`src/segment_triangle_test_core_assert.svh`:
```
// Assertion macros for the segment/triangle test core.
`ifndef SEGMENT_TRIANGLE_TEST_CORE_ASSERT_SVH
`define SEGMENT_TRIANGLE_TEST_CORE_ASSERT_SVH

// Same-cycle implication, sampled on clk_i, off during reset.
`define STT_ASSERT_IMP(lbl, ante, cons, msg) \
  lbl: assert property (@(posedge clk_i) disable iff (!rst_ni) (ante) |-> (cons)) \
    else $error(msg);

// Next-cycle implication, sampled on clk_i, off during reset.
`define STT_ASSERT_NXT(lbl, ante, cons, msg) \
  lbl: assert property (@(posedge clk_i) disable iff (!rst_ni) (ante) |=> (cons)) \
    else $error(msg);

`endif

```
`src/stt_pkg.sv`:
```
`timescale 1ns / 1ps
package stt_pkg;

  localparam int unsigned FieldW = 60;

endpackage

```
`src/stt_decide.sv`:
```
`timescale 1ns / 1ps
module stt_decide import stt_pkg::*; #(
  parameter int unsigned CoordW = 20,
  localparam int unsigned SumW = 3 * CoordW + 4
) (
  input  logic                  clk_i,
  input  logic                  rst_ni,
  input  logic                  valid_i,
  output logic                  ready_o,
  input  logic signed [SumW-1:0] d_i,
  input  logic signed [SumW-1:0] t_i,
  input  logic signed [SumW-1:0] v_i,
  input  logic signed [SumW-1:0] w_i,
  output logic                  valid_o,
  input  logic                  stall_i,
  output logic                  hit_o
);

  logic signed [SumW:0] vw;
  logic signed [SumW:0] d_ext;
  logic                 hit_d;
  logic                 hit_q;
  logic                 valid_q;

  always_comb begin
    vw    = (SumW+1)'(v_i) + (SumW+1)'(w_i);
    d_ext = (SumW+1)'(d_i);
    hit_d = !d_i[SumW-1] && (|d_i)
         && !t_i[SumW-1] && (t_i <= d_i)
         && !v_i[SumW-1] && (v_i <= d_i)
         && !w_i[SumW-1] && (vw <= d_ext);
  end

  assign ready_o = !valid_q || !stall_i;

  always_ff @(posedge clk_i or negedge rst_ni) begin
    if (!rst_ni) begin
      valid_q <= 1'b0;
    end else if (ready_o) begin
      valid_q <= valid_i;
    end
  end

  always_ff @(posedge clk_i) begin
    if (valid_i && ready_o) begin
      hit_q <= hit_d;
    end
  end

  assign valid_o = valid_q;
  assign hit_o   = hit_q;

endmodule

```
`config.mk`:
```
export PLATFORM = sky130hd
export DESIGN_NAME = stt_decide
export DESIGN_NICKNAME = d
export VERILOG_FILES = /design/src/segment_triangle_test_core_assert.svh /design/src/stt_pkg.sv /design/src/stt_decide.sv
export SDC_FILE = /design/constraint.sdc
export NUM_CORES = 1
export LEC_CHECK = 0
export BUFFER_PORTS_ARGS = -buffer_cell sky130_fd_sc_hd__buf_4
export CAP_MARGIN = 10
export CORE_MARGIN = 1
export CORE_UTILIZATION = 49
export DETAILED_ROUTE_END_ITERATION = 8
export HOLD_SLACK_MARGIN = 0.12
export PLACE_DENSITY = 0.8
export SLEW_MARGIN = 20
export SYNTH_ARGS = -nofsm -noshare
export SYNTH_HDL_FRONTEND = slang
export SYNTH_SLANG_ARGS = --single-unit
```
`constraint.sdc`:
```
create_clock -name clk_i -period 0.8 [get_ports clk_i]
set_input_delay 0.04 -clock clk_i [delete_from_list [all_inputs] [get_ports clk_i]]
set_output_delay 0.04 -clock clk_i [all_outputs]
set_load 0.005 [all_outputs]
```
==> metrics.md <==
| Metric | Value |
|---|---|
| Total core area | 16600 um2 |
| # fillers | 1109 |
| Reg-to-reg critical path endpoint | hit_o$_DFFE_PP_ |
| Area leader, netlist | ha_1 |
| DP HPWL | 33600 um |
| Sink Count | 2 |
| Clk pwr share | between 6 and 7% |
| Sequential share of the synthesized area | less than 1% |
| First-pass DRT Iterations | 5 |
| Sw Share | 45.1% |
| Reg-to-reg setup timing slack | -0.16 ns |
| Num ports | 263 |
| Number of synthesis warnings | 0 |
| Largest net degree at the start of global routing | 8 |
| Slew Limit Fails | 0 |
| Fin Clk Skew | 0.00499 ns |
| Largest family of logic cells by synthesized area | adder cells |
| Setup_tns | -4.30 ns |
| Crit. path cell count | 21 |
| Internal Power | 0.00638 W |
| Post-synth ARST share | 50.0% |
| Grt total ovfl | 0 |
| Final period util | 577% |
| Req. time, crit path | about 0.85 ns |
| Starting Density | 50.2% |
| Adder-cell share of the synthesized area | 38.8% |
| Max rail drop VDD | 673 uV |
| Via Count | 11.8k |
| Critical Path End | hit_o$_DFFE_PP_ |
| RePlAce Congestion | 1.07 |
| Placed inst area | roughly 13000 um2 |
| Post-Syn Area | 8330 um2 |
| Area grow syn2layout | 65.6% |
| Final WS setup | -3.82 ns |
| Leakage power | about 7.7 nW |
| CP startpoint kind | input port |
| Remaining DRCs | 0 |
| CP Data Arrival Time | roughly 4.7 ns |
| Worst-path clk slew | 0.03 ns |
| Max cap viols | 0 |
| Max frequency | approximately 0.22 GHz |
| Combinational power share | 92.0% |
| Clock root buffer | clkbuf_16 |
| Syn avg cell area | around 7.4 um2 |
| All-Layer GR Usage | 41.8% |
| Failing checks | setup timing |
| WP buf/inv | 1 |
| Sequential Power Share | 1.0% |
| CTS tree | done |
| IO Port Bufs | 262 |
| Synth Area in XOR/XNOR | 6.31% |
| Pwr dens | approximately 840 nW/um2 |
| Maximum buffer depth of the clock tree | 2 |
| Mapped Nets | between 1.5k and 2k |
| Proportion of layout cells with a drive suffix above 1 | between 30% and 40% |
| Worst rel slew slack | 53.1% |
| Rows | 47 |
| Nets | 2294 |
| Worst-path fanout max | 2 |
| RSZ-0062 raised after global routing | yes |
| Top delay family on crit path | compound AO/OA/AOI/OAI gates |
| First-pass GRT wire length | 58600 um |
| Post-synthesis compound-gate area fraction | 30.2% |
| Worst skew pair latency | roughly 0.23 ns |
| Final hold violation count | 0 |
| CP Class | input port to flip-flop |
| Wire length per cell | 19.1 um |
| Post-synthesis mux area share | less than 1% |
| R2R depth | 2 |
| Vias per inst | slightly below 6 |
| Initial antenna violation count | 0 |
| Slowest cell on crit path | a311o_1 |
| Sw Pwr | about 0.0053 W |
| Area of the die | 17500 um2 |
| CTS buffer count | 3 |
| Post-layout minimum cycle time | 4.62 ns |
| Status | finished, violations left |
| Die X | 132 um |
| Post-synth EDFFs | 1 |
| Critical-path cell list | buf_8 > ha_4 > fa_2 > a21o_1 > a221o_1 > a311o_1 > a41o_1 > o311ai_4 > a211oi_4 > o41ai_2 > o21ai_1 > xnor2_1 > ha_1 > nand4_1 > or2_2 > nor3_4 > and2_4 > nand4_1 > o211ai_1 > o21ai_1 > a211oi_1 |
| Final setup violation count | 6 |
| Synth area leaders | ha_1 39%, a21o_1 9.1%, a21oi_1 6.8% |
| Crit path launch | v_i[0] |
| Critical Path End Type | flip-flop |
| Drt initial violations | between 900 and 1k |
| Slew @ Worst Pin | between 0.7 and 0.8 ns |
| Library cells used by synthesis | between 60 and 70 |
| Synth Area in Simple Gates | 18.8% |
| Min-Delay Path Class | input port to asynchronous set/reset pin |
| Top cell type's share of synthesized area | 38.6% |
| Number of global-route vias before repair | between 10k and 15k |
| Critical Path Max Stage Delay | 0.40 ns |
| Design area | 13800 um2 |
| Post-synthesis cell count | 1123 |
| N_diodes | 0 |
| Die Y | 132 um |
| Drt total wl | 38000 um |
| Yosys reg bits | 2 |
| CTS H-tree lvls | 1 |
| Antenna Violating Nets Remaining | 0 |
| FF-to-FF Start | valid_o$_DFFE_PN0N_ |
| Ys flop type | edfxtp_1 |
logic make-up (layout without fill, tap and decap cells):
logic type | count (synthesis) | count (layout)
buffers and inverters | 113 | 765
DFF | 2 | 2
muxes | 1 | 1
xor gates and xnor gates | 60 | 60
AOI/OAI and AO/OA | 385 | 385
and+or+nand+nor | 304 | 304
adders and majority gates | 258 | 258
cells in the final DEF (no fill, tap or decap), types with 5 or more instances in the layout:
cell type,instances
o21a_1,7
nand3_1,19
o21ai_1,19
a211oi_1,8
buf_4,658
buf_6,7
and4_1,5
and3_1,9
o211ai_1,11
o21bai_1,15
xor2_1,19
nor3_1,19
nor2_1,59
nand2_1,65
ha_1,256
xnor2_1,41
a21oi_1,111
inv_1,91
nor4_1,27
nand4_1,63
nor2b_1,11
a31oi_1,18
o21ai_0,45
a21o_1,101
synthesized netlist by cell type (2+ instances only):
master	n
a2111oi_0	2
a211o_1	4
a211oi_1	8
a21boi_0	2
a21o_1	101
a21oi_1	113
a221oi_1	4
a311o_1	2
a31o_1	4
a31oi_1	18
and2_1	4
and3_1	9
and4_1	5
clkbuf_1	20
ha_1	257
inv_1	91
nand2_1	66
nand2b_1	4
nand3_1	20
nand3b_1	2
nand4_1	63
nand4b_1	2
nor2_1	60
nor2b_1	11
nor3_1	20
nor4_1	27
o2111ai_1	2
o211ai_1	11
o21a_1	7
o21ai_0	47
o21ai_1	19
o21bai_1	15
o22a_1	2
o22ai_1	2
o311ai_1	2
o31ai_1	3
or2_1	3
or2_2	3
or3_1	3
xnor2_1	41
xor2_1	19
power by group through the flow:
stage	registers [W]	logic (W)	clock network (W)
after CTS	0.000120	0.0103	0.000802
final	0.000121	0.0107	0.000806
after global placement	0.000119	0.00980	0
after floorplan	0.000119	0.00515	0
after detailed placement	0.000120	0.0101	0
after global routing	0.000121	0.0116	0.000823
worst reg2reg max path: stages, from the launching register on:
cell and delay, ns:
dfrtp_1 0.41, nand2_2 0.11, and2_4 0.16
worst min path at each step:
stage	slack, ns	startpoint	to	depth (start not counted)
after floorplan	-0.26	rst_ni	valid_o$_DFFE_PN0N_	0
after global placement	-0.19	rst_ni	valid_o$_DFFE_PN0N_	1
after detailed placement	-0.18	rst_ni	valid_o$_DFFE_PN0N_	1
after CTS	0.13	rst_ni	valid_o$_DFFE_PN0N_	2
after global routing	0.18	rst_ni	valid_o$_DFFE_PN0N_	2
final	0.17	rst_ni	valid_o$_DFFE_PN0N_	2
sequential cells by signal, summed over array words and instances, names as in the netlist:
name     flops
hit_o        1
valid_o      1
per-layer routing:
layer	routed length, um	up-vias	track usage [%]
met3	2870	118	5.61
met1	15600	5464	51.0
met5	0	-	0
met2	17600	605	72.7
li1	-	5596	-
met4	1950	0	19.1
stage by stage:
step / total power (W) / instances / utilization (%) / setup slack (ns) / hold WS (ns)
finish: 0.0116 / 1995 / 83.2 / -3.82 / 0.172
floorplan: 0.00527 / 1123 / - / -3.58 / -0.256
global route: 0.0126 / 1995 / 83.2 / -3.95 / 0.178
CTS: 0.0112 / 1990 / 82.3 / -3.84 / 0.135
global placement: 0.00992 / 1980 / 81.4 / -4.09 / -0.185
detailed placement: 0.0103 / 1980 / 81.4 / -4.17 / -0.180
repair_timing:
item,4_1_cts,5_1_grt
buffers inserted,4,6
hold endpoints to repair,2,0
setup endpoints to repair,5,6
hold buffers,2,0
resized for setup,8,20
pin swaps,12,29
area by class of cell:
type	count	area (um2)	area share [%]
clock buffer	4	78.8	0.571
inverter	92	345	2.50
multi-input combinational	1008	7970	57.8
sequential	2	55.1	0.399
tap	220	275	2.00
timing repair buffer	669	5070	36.8
Power figures use the tool's default switching activity.
