<file path="config.mk">
export PLATFORM = sky130hd
export DESIGN_NAME = stt_diff
export DESIGN_NICKNAME = d
export VERILOG_FILES = /design/src/segment_triangle_test_core_assert.svh /design/src/stt_pkg.sv /design/src/stt_diff.sv
export SDC_FILE = /design/constraint.sdc
export NUM_CORES = 1
export LEC_CHECK = 0
export BUFFER_PORTS_ARGS = -buffer_cell sky130_fd_sc_hd__buf_4
export CAP_MARGIN = 20
export CORE_MARGIN = 10
export CORE_UTILIZATION = 50
export CTS_CLUSTER_SIZE = 14
export DETAILED_ROUTE_END_ITERATION = 8
export PLACE_DENSITY = 0.77
export SETUP_SLACK_MARGIN = 0.02
export SLEW_MARGIN = 20
export SYNTH_ARGS = -nofsm -noshare
export SYNTH_HDL_FRONTEND = slang
export SYNTH_SLANG_ARGS = --single-unit
</file>
<file path="constraint.sdc">
create_clock -name clk_i -period 8.2 [get_ports clk_i]
set_input_delay 0.82 -clock clk_i [delete_from_list [all_inputs] [get_ports clk_i]]
set_output_delay 0.82 -clock clk_i [all_outputs]
set_load 0.005 [all_outputs]
</file>
<file path="src/segment_triangle_test_core_assert.svh">
// Assertion macros for the segment/triangle test core.
`ifndef SEGMENT_TRIANGLE_TEST_CORE_ASSERT_SVH
`define SEGMENT_TRIANGLE_TEST_CORE_ASSERT_SVH

// Same-cycle implication, sampled on clk_i, off during reset.
`define STT_ASSERT_IMP(lbl, ante, cons, msg) \
  lbl: assert property (@(posedge clk_i) disable iff (!rst_ni) (ante) |-> (cons)) \
    else $error(msg);

// Next-cycle implication, sampled on clk_i, off during reset.
`define STT_ASSERT_NXT(lbl, ante, cons, msg) \
  lbl: assert property (@(posedge clk_i) disable iff (!rst_ni) (ante) |=> (cons)) \
    else $error(msg);

`endif

</file>
<file path="src/stt_pkg.sv">
`timescale 1ns / 1ps
package stt_pkg;

  localparam int unsigned FieldW = 60;

endpackage

</file>
<file path="src/stt_diff.sv">
`timescale 1ns / 1ps
module stt_diff import stt_pkg::*; #(
  parameter int unsigned CoordW = 20,
  localparam int unsigned DiffW = CoordW + 1,
  localparam int unsigned PackW = (3 * CoordW > FieldW) ? 3 * CoordW : FieldW
) (
  input  logic                    clk_i,
  input  logic                    rst_ni,
  input  logic                    valid_i,
  output logic                    ready_o,
  input  logic [FieldW-1:0]       vertex_a_i,
  input  logic [FieldW-1:0]       vertex_b_i,
  input  logic [FieldW-1:0]       vertex_c_i,
  input  logic [FieldW-1:0]       seg_start_i,
  input  logic [FieldW-1:0]       seg_end_i,
  output logic                    valid_o,
  input  logic                    ready_i,
  output logic signed [DiffW-1:0] ab_o [3],
  output logic signed [DiffW-1:0] ac_o [3],
  output logic signed [DiffW-1:0] pq_o [3],
  output logic signed [DiffW-1:0] ap_o [3]
);

  logic [PackW-1:0]         a_x, b_x, c_x, s_x, e_x;
  logic signed [CoordW-1:0] va [3];
  logic signed [CoordW-1:0] vb [3];
  logic signed [CoordW-1:0] vc [3];
  logic signed [CoordW-1:0] sp [3];
  logic signed [CoordW-1:0] ep [3];
  logic signed [DiffW-1:0]  ab_d [3];
  logic signed [DiffW-1:0]  ac_d [3];
  logic signed [DiffW-1:0]  pq_d [3];
  logic signed [DiffW-1:0]  ap_d [3];
  logic signed [DiffW-1:0]  ab_q [3];
  logic signed [DiffW-1:0]  ac_q [3];
  logic signed [DiffW-1:0]  pq_q [3];
  logic signed [DiffW-1:0]  ap_q [3];
  logic                     valid_q;

  // bits past the field width read as zero
  always_comb begin
    a_x = PackW'(vertex_a_i);
    b_x = PackW'(vertex_b_i);
    c_x = PackW'(vertex_c_i);
    s_x = PackW'(seg_start_i);
    e_x = PackW'(seg_end_i);
    for (int k = 0; k < 3; k++) begin
      va[k]   = $signed(a_x[k*CoordW +: CoordW]);
      vb[k]   = $signed(b_x[k*CoordW +: CoordW]);
      vc[k]   = $signed(c_x[k*CoordW +: CoordW]);
      sp[k]   = $signed(s_x[k*CoordW +: CoordW]);
      ep[k]   = $signed(e_x[k*CoordW +: CoordW]);
      ab_d[k] = DiffW'(vb[k]) - DiffW'(va[k]);
      ac_d[k] = DiffW'(vc[k]) - DiffW'(va[k]);
      pq_d[k] = DiffW'(sp[k]) - DiffW'(ep[k]);
      ap_d[k] = DiffW'(sp[k]) - DiffW'(va[k]);
    end
  end

  assign ready_o = !valid_q || ready_i;

  always_ff @(posedge clk_i or negedge rst_ni) begin
    if (!rst_ni) begin
      valid_q <= 1'b0;
    end else if (ready_o) begin
      valid_q <= valid_i;
    end
  end

  always_ff @(posedge clk_i) begin
    if (valid_i && ready_o) begin
      ab_q <= ab_d;
      ac_q <= ac_d;
      pq_q <= pq_d;
      ap_q <= ap_d;
    end
  end

  assign valid_o = valid_q;
  assign ab_o    = ab_q;
  assign ac_o    = ac_q;
  assign pq_o    = pq_q;
  assign ap_o    = ap_q;

endmodule

</file>
==> metrics.md, run 1 <==
| Metric | Value |
|---|---|
| H-tree levels | 1 |
| First-pass GRT wire length | 101 mm |
| Tmin final | 3050 ps |
| Die area | 46500 sq um |
| Final Hold Fails | 0 |
| Kind of start point of the critical path | input port |
| Synthesis warning total | 0 |
| Setup ws final | 5150 ps |
| Worst skew pair latency | 570 ps |
| Clock Tree Buf Depth | 3 |
| Most used DFF post-synth | edfxtp_1 |
| Fin. max-slew vios | 0 |
| Number of synthesized flops with an enable pin | 252 |
| I/O Buffers | 557 |
| Clock buffer count from CTS | 30 |
| Initial DRC Count | 1319 |
| Layout cells sized above 1 | 25.3% |
| # setup viols final | 0 |
| CTS tree | built |
| Area of the multi-input gates | 10800 sq um |
| #FFs+latches synth | 253 |
| Area Overhead vs Synth | 30.4% |
| Initial Util | 50.7% |
| Crit Path Max Fanout | 4 |
| DR vias/cell | 5.70 |
| Syn nets | 2455 |
| Worst hold slack | 445 ps |
| Synth top area cells | edfxtp_1, ha_1, xnor2_1 |
| Die height | 216 microns |
| Total GRT Usage | 27.7% |
| Routed via count | 17.3k |
| Most frequent cells in the layout | buf_4, edfxtp_1, ha_1 |
| Ys async rst share | 0.395% |
| Initial antenna violation count | 12 |
| Worst path required time | 8520 ps |
| Worst hold path class | in2reg |
| DRT Pass-1 Iters | 5 |
| Pwr dens | 180 nW/um^2 |
| Design Area, Final | 25000 sq um |
| Grt ovf | 0 |
| Highest Clock Rate | 0.328 GHz |
| Clk pin slew, worst setup/hold paths | 60 ps |
| Max-slew headroom | 33.4% |
| Placed Area | 24000 sq um |
| Max cap viols | 0 |
| Root buf cell | clkbuf_16 |
| Critical Path AT | 3370 ps |
| Die width | 216 microns |
| Post-CTS Resized | 0 |
| Final nets | 3038 |
| Count of cell types in the netlist | 81 |
| Wirelength, routed | 67.4 mm |
| Total core area | 37800 sq um |
| Status | finished clean |
| CTS Sinks | 253 |
| Synth Instances | 1899 |
| Lkg Pwr | 11.5 nW |
| Peak VDD IR | 0.000158 V |
| Pre-CTS WS | 4620 ps |
| Cell taking the most area after synthesis | edfxtp_1 |
| DR WL/cell | 22.3 microns |
| Fill count | 3012 |
| Vias in the first global route | 17.4k |
| Antenna viol nets, final | 0 |
| Top Ports | 558 |
| DP Wirelength | 56.0 mm |
| Unrepaired setup endpoints after global routing | no |
| Storage cell area | 7590 sq um |
| GPL Wtd Cong | 0.963 |
| Largest net degree at the start of global routing | 76 |
| Top-area cell type share of the netlist area | 39.5% |
| Mean area per synthesized cell | 10.1 sq um |
| # rows | 71 |
| Critical setup path kind | in2reg |
| Worst slew pin tran | 999 ps |
| Crit share post-route | 37.1% |
| Syn Std Cell Area | 19200 sq um |
| Most common cell after layout, fill and taps aside | buf_4 |
| DR DRC count | 0 |
| Register area share after synthesis | 39.6% |
| Setup TNS | 0 ps |
| Clock skew | 7.26 ps |
| CP endpoint kind | flip-flop |
## power by group
group / internal, mW / switching [mW] / total [mW] / leakage, nW
combinational: 0.669 / 0.742 / 1.41 / 8.57
sequential: 1.64 / 0.0578 / 1.70 / 2.41
clock: 0.810 / 0.562 / 1.37 / 0.478
## worst paths after layout
path	from	end	slack, ps	cells past startpoint
min	valid_i	valid_o$_DFFE_PN0N_	450	2
max reg2reg	valid_o$_DFFE_PN0N_	ab_o[7]$_DFFE_PP_	5860	3
min reg2reg	valid_o$_DFFE_PN0N_	valid_o$_DFFE_PN0N_	580	2
max	vertex_a_i[20]	ap_o[41]$_DFFE_PP_	5150	10
max in group asynchronous	rst_ni	valid_o$_DFFE_PN0N_	7550	2
min in group asynchronous	rst_ni	valid_o$_DFFE_PN0N_	570	2
## area by class of cell
class	instances	area share [%]
multi-input combinational	1448	43.3
antenna	10	0.100
clock buffer	38	3.21
timing repair buffer	561	16.9
tap	511	2.56
sequential	253	30.4
inverter	188	2.82
clock inverter	17	0.716
## critical path: stages
cell and delay, ps:
buf_4 140, ha_1 210, fa_1 400, nor2b_1 190, o31a_1 230, o221ai_1 250
o31ai_1 580, a31o_2 260, nand2_1 50, o31a_1 230
## kinds of logic after synthesis
kind of cell             share of synthesized area, %
flip-flops                                       39.6
XOR/XNOR                                         8.64
multiplexers                                    0.157
AND/OR/NAND/NOR                                  10.5
buffers and inverters                            3.88
AO/OA/AOI/OAI                                    20.2
adder cells (fa/ha/maj)                          16.9
## metal layers
metal | routed length (microns) | global-route usage [%]
met1 | 26200 | 32.7
met2 | 32200 | 46.7
met3 | 5960 | 6.88
met4 | 2930 | 12.6
met5 | 33 | 0
## synth_stat cells, types with 4 or more instances
| cell type | count |
|---|---|
| a41oi_1 | 5 |
| inv_1 | 188 |
| a21oi_1 | 172 |
| a211o_1 | 4 |
| o21ai_1 | 29 |
| nand4_1 | 13 |
| nand3_1 | 27 |
| nand2_1 | 104 |
| o31ai_1 | 10 |
| xnor2_1 | 135 |
| o22ai_1 | 6 |
| o211ai_1 | 11 |
| a221o_1 | 5 |
| a2111oi_0 | 6 |
| a311oi_1 | 4 |
| nor2b_1 | 35 |
| o2111ai_1 | 7 |
| edfxtp_1 | 252 |
| xor2_1 | 54 |
| a31o_1 | 4 |
| clkbuf_1 | 9 |
| o21ai_0 | 80 |
| o21bai_1 | 12 |
| nor2_1 | 139 |
| ha_1 | 240 |
| fa_1 | 12 |
| a21o_1 | 65 |
| a21boi_0 | 6 |
| and3_1 | 23 |
| a211oi_1 | 14 |
| o21a_1 | 59 |
| and2_1 | 6 |
| a31oi_1 | 19 |
| nand2b_1 | 22 |
| a31o_2 | 4 |
| nor3_1 | 25 |
| or3_1 | 4 |
| o31a_1 | 16 |
## registers in the layout (all words and copies together) (netlist names)
name / count
ap_o: 63
pq_o: 63
ab_o: 63
valid_o: 1
ac_o: 63
## metrics by stage
step / utilization, % / instances / power [mW]
floorplan: - / 1899 / 2.54
global route: 66.2 / 3024 / 4.70
finish: 66.2 / 3026 / 4.48
detailed placement: 63.5 / 2960 / 3.12
CTS: 66.1 / 3016 / 4.51
global placement: 63.5 / 2960 / 3.09
## repair_timing
item	4_1_cts	5_1_grt
endpoints found under the hold margin	1	0
setup buffers	0	0
hold buffers	1	0
Power figures use the tool's default switching activity.
==> inputs of run 2 (changes only) <==
clock period = 3.15 ns   (was 8.2 ns; I/O delays follow)
==> metrics.md, run 2 (synthesized netlist as in run 1, its figures left out) <==
| Metric | Value |
|---|---|
| Die width | 216 microns (unchanged) |
| Post-CTS Resized | 0 (unchanged) |
| Worst slew pin tran | 686 ps (-312 ps) |
| Reg2Reg Launch Point | valid_o$_DFFE_PN0N_ |
| Most used cell, CP | o31a_1 |
| Fill count | 2959 (-1.8%) |
| P_int | 8.04 mW (+160%) |
| Top Ports | 558 (unchanged) |
| Max-slew headroom | 53.8% (+20 points) |
| Lkg Pwr | 11.5 nW (+0.59%) |
| H-tree levels | 1 (unchanged) |
| CP Cell Sequence | buf_4 > ha_1 > fa_1 > nor2b_1 > o31a_1 > o221ai_1 > o31ai_1 > a31o_2 > nand2_1 > o31a_1 |
| Worst path required time | 3490 ps (-5030 ps) |
| Psw | 3.58 mW (+160%) |
| Antenna viol nets, final | 0 (unchanged) |
| Die height | 216 microns (unchanged) |
| Design Area, Final | 25100 sq um (+0.47%) |
| Die area | 46500 sq um (unchanged) |
| Storage cell area | 7590 sq um (unchanged) |
| Postcts setup bufs | 0 (unchanged) |
| Crit Path Max Fanout | 3 (-1) |
| # hold bufs at CTS | 2 (+1) |
| Clock skew | 10.8 ps (+3.53 ps) |
| CTS Sinks | 253 (unchanged) |
| Setup TNS | 0 ps (unchanged) |
| Worst hold path class | in2async |
| Largest net degree at the start of global routing | 54 (-29%) |
| # rows | 71 (unchanged) |
| Routed via count | 17.4k (+0.63%) |
| CTS tree | built |
| Grt ovf | 0 (unchanged) |
| Sequential power share | 38.1% (+0.2 points) |
| Critical path startpoint | vertex_a_i[20] |
| Vias in the first global route | 17.5k (+0.53%) |
| Placed Area | 24100 sq um (+0.64%) |
| Initial antenna violation count | 6 (-6) |
| Total GRT Usage | 28.1% (+0.39 points) |
| CP max stage cell | o31ai_1 |
| Tmin final | 2450 ps |
| Pwr dens | 463 nW/um^2 (+160%) |
| DR vias/cell | 5.72 (+0.33%) |
| Total core area | 37800 sq um (unchanged) |
| Root buf cell | clkbuf_16 |
| Final nets | 3052 (+0.46%) |
| Crit share post-route | 77.9% |
| Area of the multi-input gates | 10800 sq um (unchanged) |
| Max cap viols | 0 (unchanged) |
| Initial DRC Count | 1439 (+9.1%) |
| Initial Util | 50.7% (unchanged) |
| Power, Total | 11.6 mW (+160%) |
| Clock buffer count from CTS | 31 (+3.3%) |
| GPL Wtd Cong | 0.967 (+0.35%) |
| I/O Buffers | 557 (unchanged) |
| Area Overhead vs Synth | 31.0% |
| Non-Filler Instances | 3035 (+0.30%) |
| Most common cell after layout, fill and taps aside | buf_4 |
| Worst skew pair latency | 590 ps (+20 ps) |
| Fin. max-slew vios | 0 (unchanged) |
| DP Wirelength | 57.4 mm (+2.5%) |
| Peak VDD IR | 0.000441 V (+180%) |
| Wirelength, routed | 68.8 mm (+2.1%) |
| Dpl cells | 2972 (+0.41%) |
| Highest Clock Rate | 0.408 GHz |
| Layout cells sized above 1 | 25.6% (+0.28 points) |
| First-pass GRT wire length | 102 mm (+1.3%) |
| Sw Share | 30.8% (+0.43 points) |
| Clk pin slew, worst setup/hold paths | 60 ps (about the same) |
| Clock share of power | 29.8% (-0.8 points) |
| Critical Path AT | 2790 ps (-580 ps) |
| Critical setup path kind | in2reg |
| Most frequent cells in the layout | buf_4, edfxtp_1, ha_1 |
| Kind of start point of the critical path | input port |
| CP peak stage delay | 560 ps (-20 ps) |
| Status | finished clean |
| Unrepaired setup endpoints after global routing | no |
| Clock Tree Buf Depth | 3 (unchanged) |
| Comb power frac | 32.1% (+0.6 points) |
| Final Hold Fails | 0 (unchanged) |
| DR DRC count | 0 (unchanged) |
| DR WL/cell | 22.7 microns (+1.8%) |
| CP endpoint kind | flip-flop |
| DRT Pass-1 Iters | 6 (+1) |
| # setup viols final | 0 (unchanged) |
-- run 2: layout make-up --
type | count | area share (%)
Antenna cell | 7 | 0.0698
Clock buffer | 42 | 3.33
Clock inverter | 12 | 0.424
Inverter | 188 | 2.81
Multi-Input combinational cell | 1448 | 43.1
Sequential cell | 253 | 30.2
Tap cell | 511 | 2.55
Timing Repair Buffer | 574 | 17.4
-- run 2: power by group through the flow --
stage / combinational [mW] / clock, mW / sequential [mW]
after floorplan: 2.08 / 0 / 4.49
after global placement: 3.61 / 0 / 4.49
after detailed placement: 3.68 / 0 / 4.49
after CTS: 3.71 / 3.51 / 4.43
after global routing: 4.08 / 3.64 / 4.45
final: 3.73 / 3.46 / 4.43
-- run 2: through the flow --
stage / setup slack [ps] / utilization (%) / hold slack (ps)
finish: 697 / 66.5 / 53.1
detailed placement: 164 / 63.9 / 92.0
global route: 603 / 66.5 / 36.9
CTS: 776 / 66.4 / 18.8
floorplan: 414 / - / 19.4
global placement: 213 / 63.9 / 90.9
-- run 2: critical path, delay by kind of cell --
| family | cells | cell delay [ps] |
|---|---|---|
| buf+inv | 1 | 130 |
| fa+ha+maj | 2 | 620 |
| compound gates | 5 | 1470 |
| simple gates | 2 | 250 |
-- run 2: final timing paths --
check	endpoint	slack (ps)	depth (start not counted)
max in group asynchronous	valid_o$_DFFE_PN0N_	3020	2
worst max-delay path	ap_o[41]$_DFFE_PP_	700	10
worst min-delay path	valid_o$_DFFE_PN0N_	50	2
min in group clk_i	valid_o$_DFFE_PN0N_	60	3
worst max register to register	ab_o[2]$_DFFE_PP_	1330	3
worst min register to register	valid_o$_DFFE_PN0N_	570	2
-- run 2: routing by layer --
layer  share of wire [%]  GRT usage, %
met4                 3.8          11.3
met2                  48          48.1
met1                  39          32.9
met5                   0             0
met3                 9.1          7.16
==> inputs of run 3 (changes only) <==
ABC_AREA = 1   (was unset)
PLACE_DENSITY = 0.78   (was 0.77)
clock period = 2.1 ns   (was 3.15 ns; I/O delays follow)
==> metrics.md, run 3 <==
| Metric | Value |
|---|---|
| Status | finished clean |
| Min-Delay Path Depth | 3 |
| Synthesis warning total | 0 (unchanged) |
| Synth cell count leaders | nand2_1, inv_1, nor2_1 |
| Clock buffer count from CTS | 34 (+9.7%) |
| Wirelength, routed | 90.6 mm (+32%) |
| Initial Util | 50.4% (-0.36 points) |
| Design Area, Final | 30600 sq um (+22%) |
| Clk pin slew, worst setup/hold paths | 60 ps (about the same) |
| DP Wirelength | 77.4 mm (+35%) |
| Synth Instances | 3554 (+87%) |
| H-tree levels | 2 (+1) |
| Die height | 239 microns (+11%) |
| Most common cell after layout, fill and taps aside | nand2_1 |
| Clock Tree Buf Depth | 3 (unchanged) |
| Worst path required time | 2340 ps (-1150 ps) |
| Count of cell types in the netlist | 23 (-72%) |
| Grt ovf | 0 (unchanged) |
| Area Overhead vs Synth | 27.6% |
| Final nets | 4750 (+56%) |
| Most used DFF post-synth | edfxtp_1 |
| Layout cells sized above 1 | 16.9% (-8.7 points) |
| Top Ports | 558 (unchanged) |
| CP endpoint kind | flip-flop |
| Kind of start point of the critical path | flip-flop |
| Pre-CTS WS | 55.6 ps (-109 ps) |
| Worst reg-to-reg setup slack | 480 ps (-850 ps) |
| Endpoint, Worst Hold | pq_o[42]$_DFFE_PP_ |
| Reg2Reg Launch Point | valid_o$_DFFE_PN0N_ |
| Peak VDD IR | 0.000590 V (+34%) |
| Mean area per synthesized cell | 6.74 sq um (-33%) |
| # setup viols final | 0 (unchanged) |
| Die width | 239 microns (+11%) |
| Cell taking the most area after synthesis | edfxtp_1 |
| Worst skew pair latency | 550 ps (-40 ps) |
| Ys async rst share | 0.395% (unchanged) |
| Initial DRC Count | 2233 (+55%) |
| Max-slew headroom | 70.4% (+17 points) |
| DR DRC count | 0 (unchanged) |
| Critical setup path kind | reg2reg |
| Area of the multi-input gates | 13700 sq um (+27%) |
| Max cap viols | 0 (unchanged) |
| Antenna viol nets, final | 0 (unchanged) |
| Fill count | 4426 (+50%) |
| Crit share post-route | 77.3% |
| Crit Path Max Fanout | 35 (+32) |
| # rows | 80 (+13%) |
| Number of synthesized flops with an enable pin | 252 (unchanged) |
| Synth top area cells | edfxtp_1, nand2_1, ha_1 |
| Fin. max-slew vios | 0 (unchanged) |
| Register area share after synthesis | 31.7% (-7.9 points) |
| CP peak stage delay | 430 ps (-130 ps) |
| Reg-to-reg endpoint | ab_o[29]$_DFFE_PP_ |
| Worst hold path class | in2reg |
| Total GRT Usage | 30.8% (+2.7 points) |
| DR vias/cell | 5.14 (-10%) |
| Unrepaired setup endpoints after global routing | no |
| Die area | 57100 sq um (+23%) |
| Top-count cell post-synth | nand2_1 |
| I/O Buffers | 557 (unchanged) |
| Power, Total | 19.8 mW (+70%) |
| FF-to-FF path depth | 3 (unchanged) |
| First-pass GRT wire length | 135 mm (+32%) |
| Tmin final | 1620 ps |
| Largest net degree at the start of global routing | 55 (+1.9%) |
| GPL Wtd Cong | 1.06 (+9.6%) |
| Most frequent cells in the layout | nand2_1, inv_1, buf_4 |
| CP max stage cell | dfrtp_1 |
| Top-area cell type share of the netlist area | 31.6% (-7.9 points) |
| Root buf cell | clkbuf_16 |
| Hold path startpoint | seg_end_i[0] |
| Setup ws final | 478 ps (-219 ps) |
| Storage cell area | 7590 sq um (unchanged) |
| Post-CTS Resized | 0 (unchanged) |
| Critical Path AT | 1860 ps (-930 ps) |
| CP Cell Sequence | a21oi_4 > buf_12 > buf_4 |
| #FFs+latches synth | 253 (unchanged) |
| Placed Area | 29300 sq um (+22%) |
| Syn nets | 4110 (+67%) |
| Setup TNS | 0 ps (unchanged) |
| Syn Std Cell Area | 24000 sq um (+25%) |
| Pwr dens | 647 nW/um^2 (+40%) |
| Total core area | 47500 sq um (+26%) |
| Highest Clock Rate | 0.616 GHz |
| CTS tree | built |
| Worst slew pin tran | 440 ps (-246 ps) |
| DR WL/cell | 18.7 microns (-17%) |
| Lkg Pwr | 16.9 nW (+47%) |
| Post-layout util | 64.3% (-2.2 points) |
| Initial antenna violation count | 5 (-1) |
| Clock skew | 16.2 ps (+5.40 ps) |
| DRT Pass-1 Iters | 6 (unchanged) |
| CTS Sinks | 253 (unchanged) |
| Routed via count | 24.9k (+43%) |
| Vias in the first global route | 23.7k (+36%) |
| Final Hold Fails | 0 (unchanged) |
==> run 3: layout make-up <==
cell class | instances | share of cell area, %
repair buffers | 604 | 15.1
well taps | 615 | 2.52
flip-flops and latches | 253 | 24.8
clock inverters | 12 | 0.700
diodes | 3 | 0.0246
clock buffers | 49 | 3.24
multi-input cells | 2599 | 44.9
inverters | 702 | 8.62
==> run 3: worst max-delay path by stage <==
stage	start	endpoint	slack (ps)	cells after the start
4_1_cts	valid_o$_DFFE_PN0N_	pq_o[29]$_DFFE_PP_	480	3
3_3_place_gp	vertex_a_i[20]	ac_o[37]$_DFFE_PP_	80	11
3_5_place_dp	vertex_a_i[20]	ac_o[33]$_DFFE_PP_	60	11
6_report	valid_o$_DFFE_PN0N_	ab_o[29]$_DFFE_PP_	480	3
5_1_grt	valid_o$_DFFE_PN0N_	pq_o[29]$_DFFE_PP_	440	3
2_1_floorplan	valid_o$_DFFE_PN0N_	ab_o[0]$_DFFE_PP_	-2910	1
==> run 3: repair_timing <==
action	in CTS	in global routing
endpoints found under the hold margin	2	0
hold buffers	4	0
buffers inserted	0	0
==> run 3: cell families (layout without fill, tap and decap cells) <==
logic type      after synthesis  count (layout)  synth area share (%)
compound gates              205             205                  4.78
xor+xnor                    108             108                  3.95
fa+ha+maj                   252             252                  13.5
buf+inv                     702            1367                  11.0
flops                       253             253                  31.7
other cells                   0               3                     0
simple gates               2034            2034                  35.0
==> run 3: metal layers <==
layer	wire length (microns)	GRT usage, %	part of all wire, %
met3	9430	8.41	10
met1	36500	38.1	40
met2	40900	50.0	45
met5	32	0	0.035
met4	3660	12.0	4.0
==> run 3: worst max-delay path: cells and delay by family, from the launching register on <==
| kind | cells | cell delay, ps |
|---|---|---|
| buffers and inverters | 2 | 570 |
| AOI/OAI and AO/OA | 1 | 250 |
| DFF | 1 | 430 |
==> run 3: power by group <==
part           internal [mW]  leakage [nW]  switching [mW]
clock                   4.02         0.582            2.38
sequential              6.37          2.42           0.249
combinational           2.71          13.9            4.05
total                   13.1          16.9            6.68
==> run 3: through the flow <==
step	cells	hold slack (ps)
after floorplan	3554	-85.6
after global placement	4769	-14.4
after detailed placement	4769	-13.0
after CTS	4834	8.58
after global routing	4837	29.6
final	4837	32.0
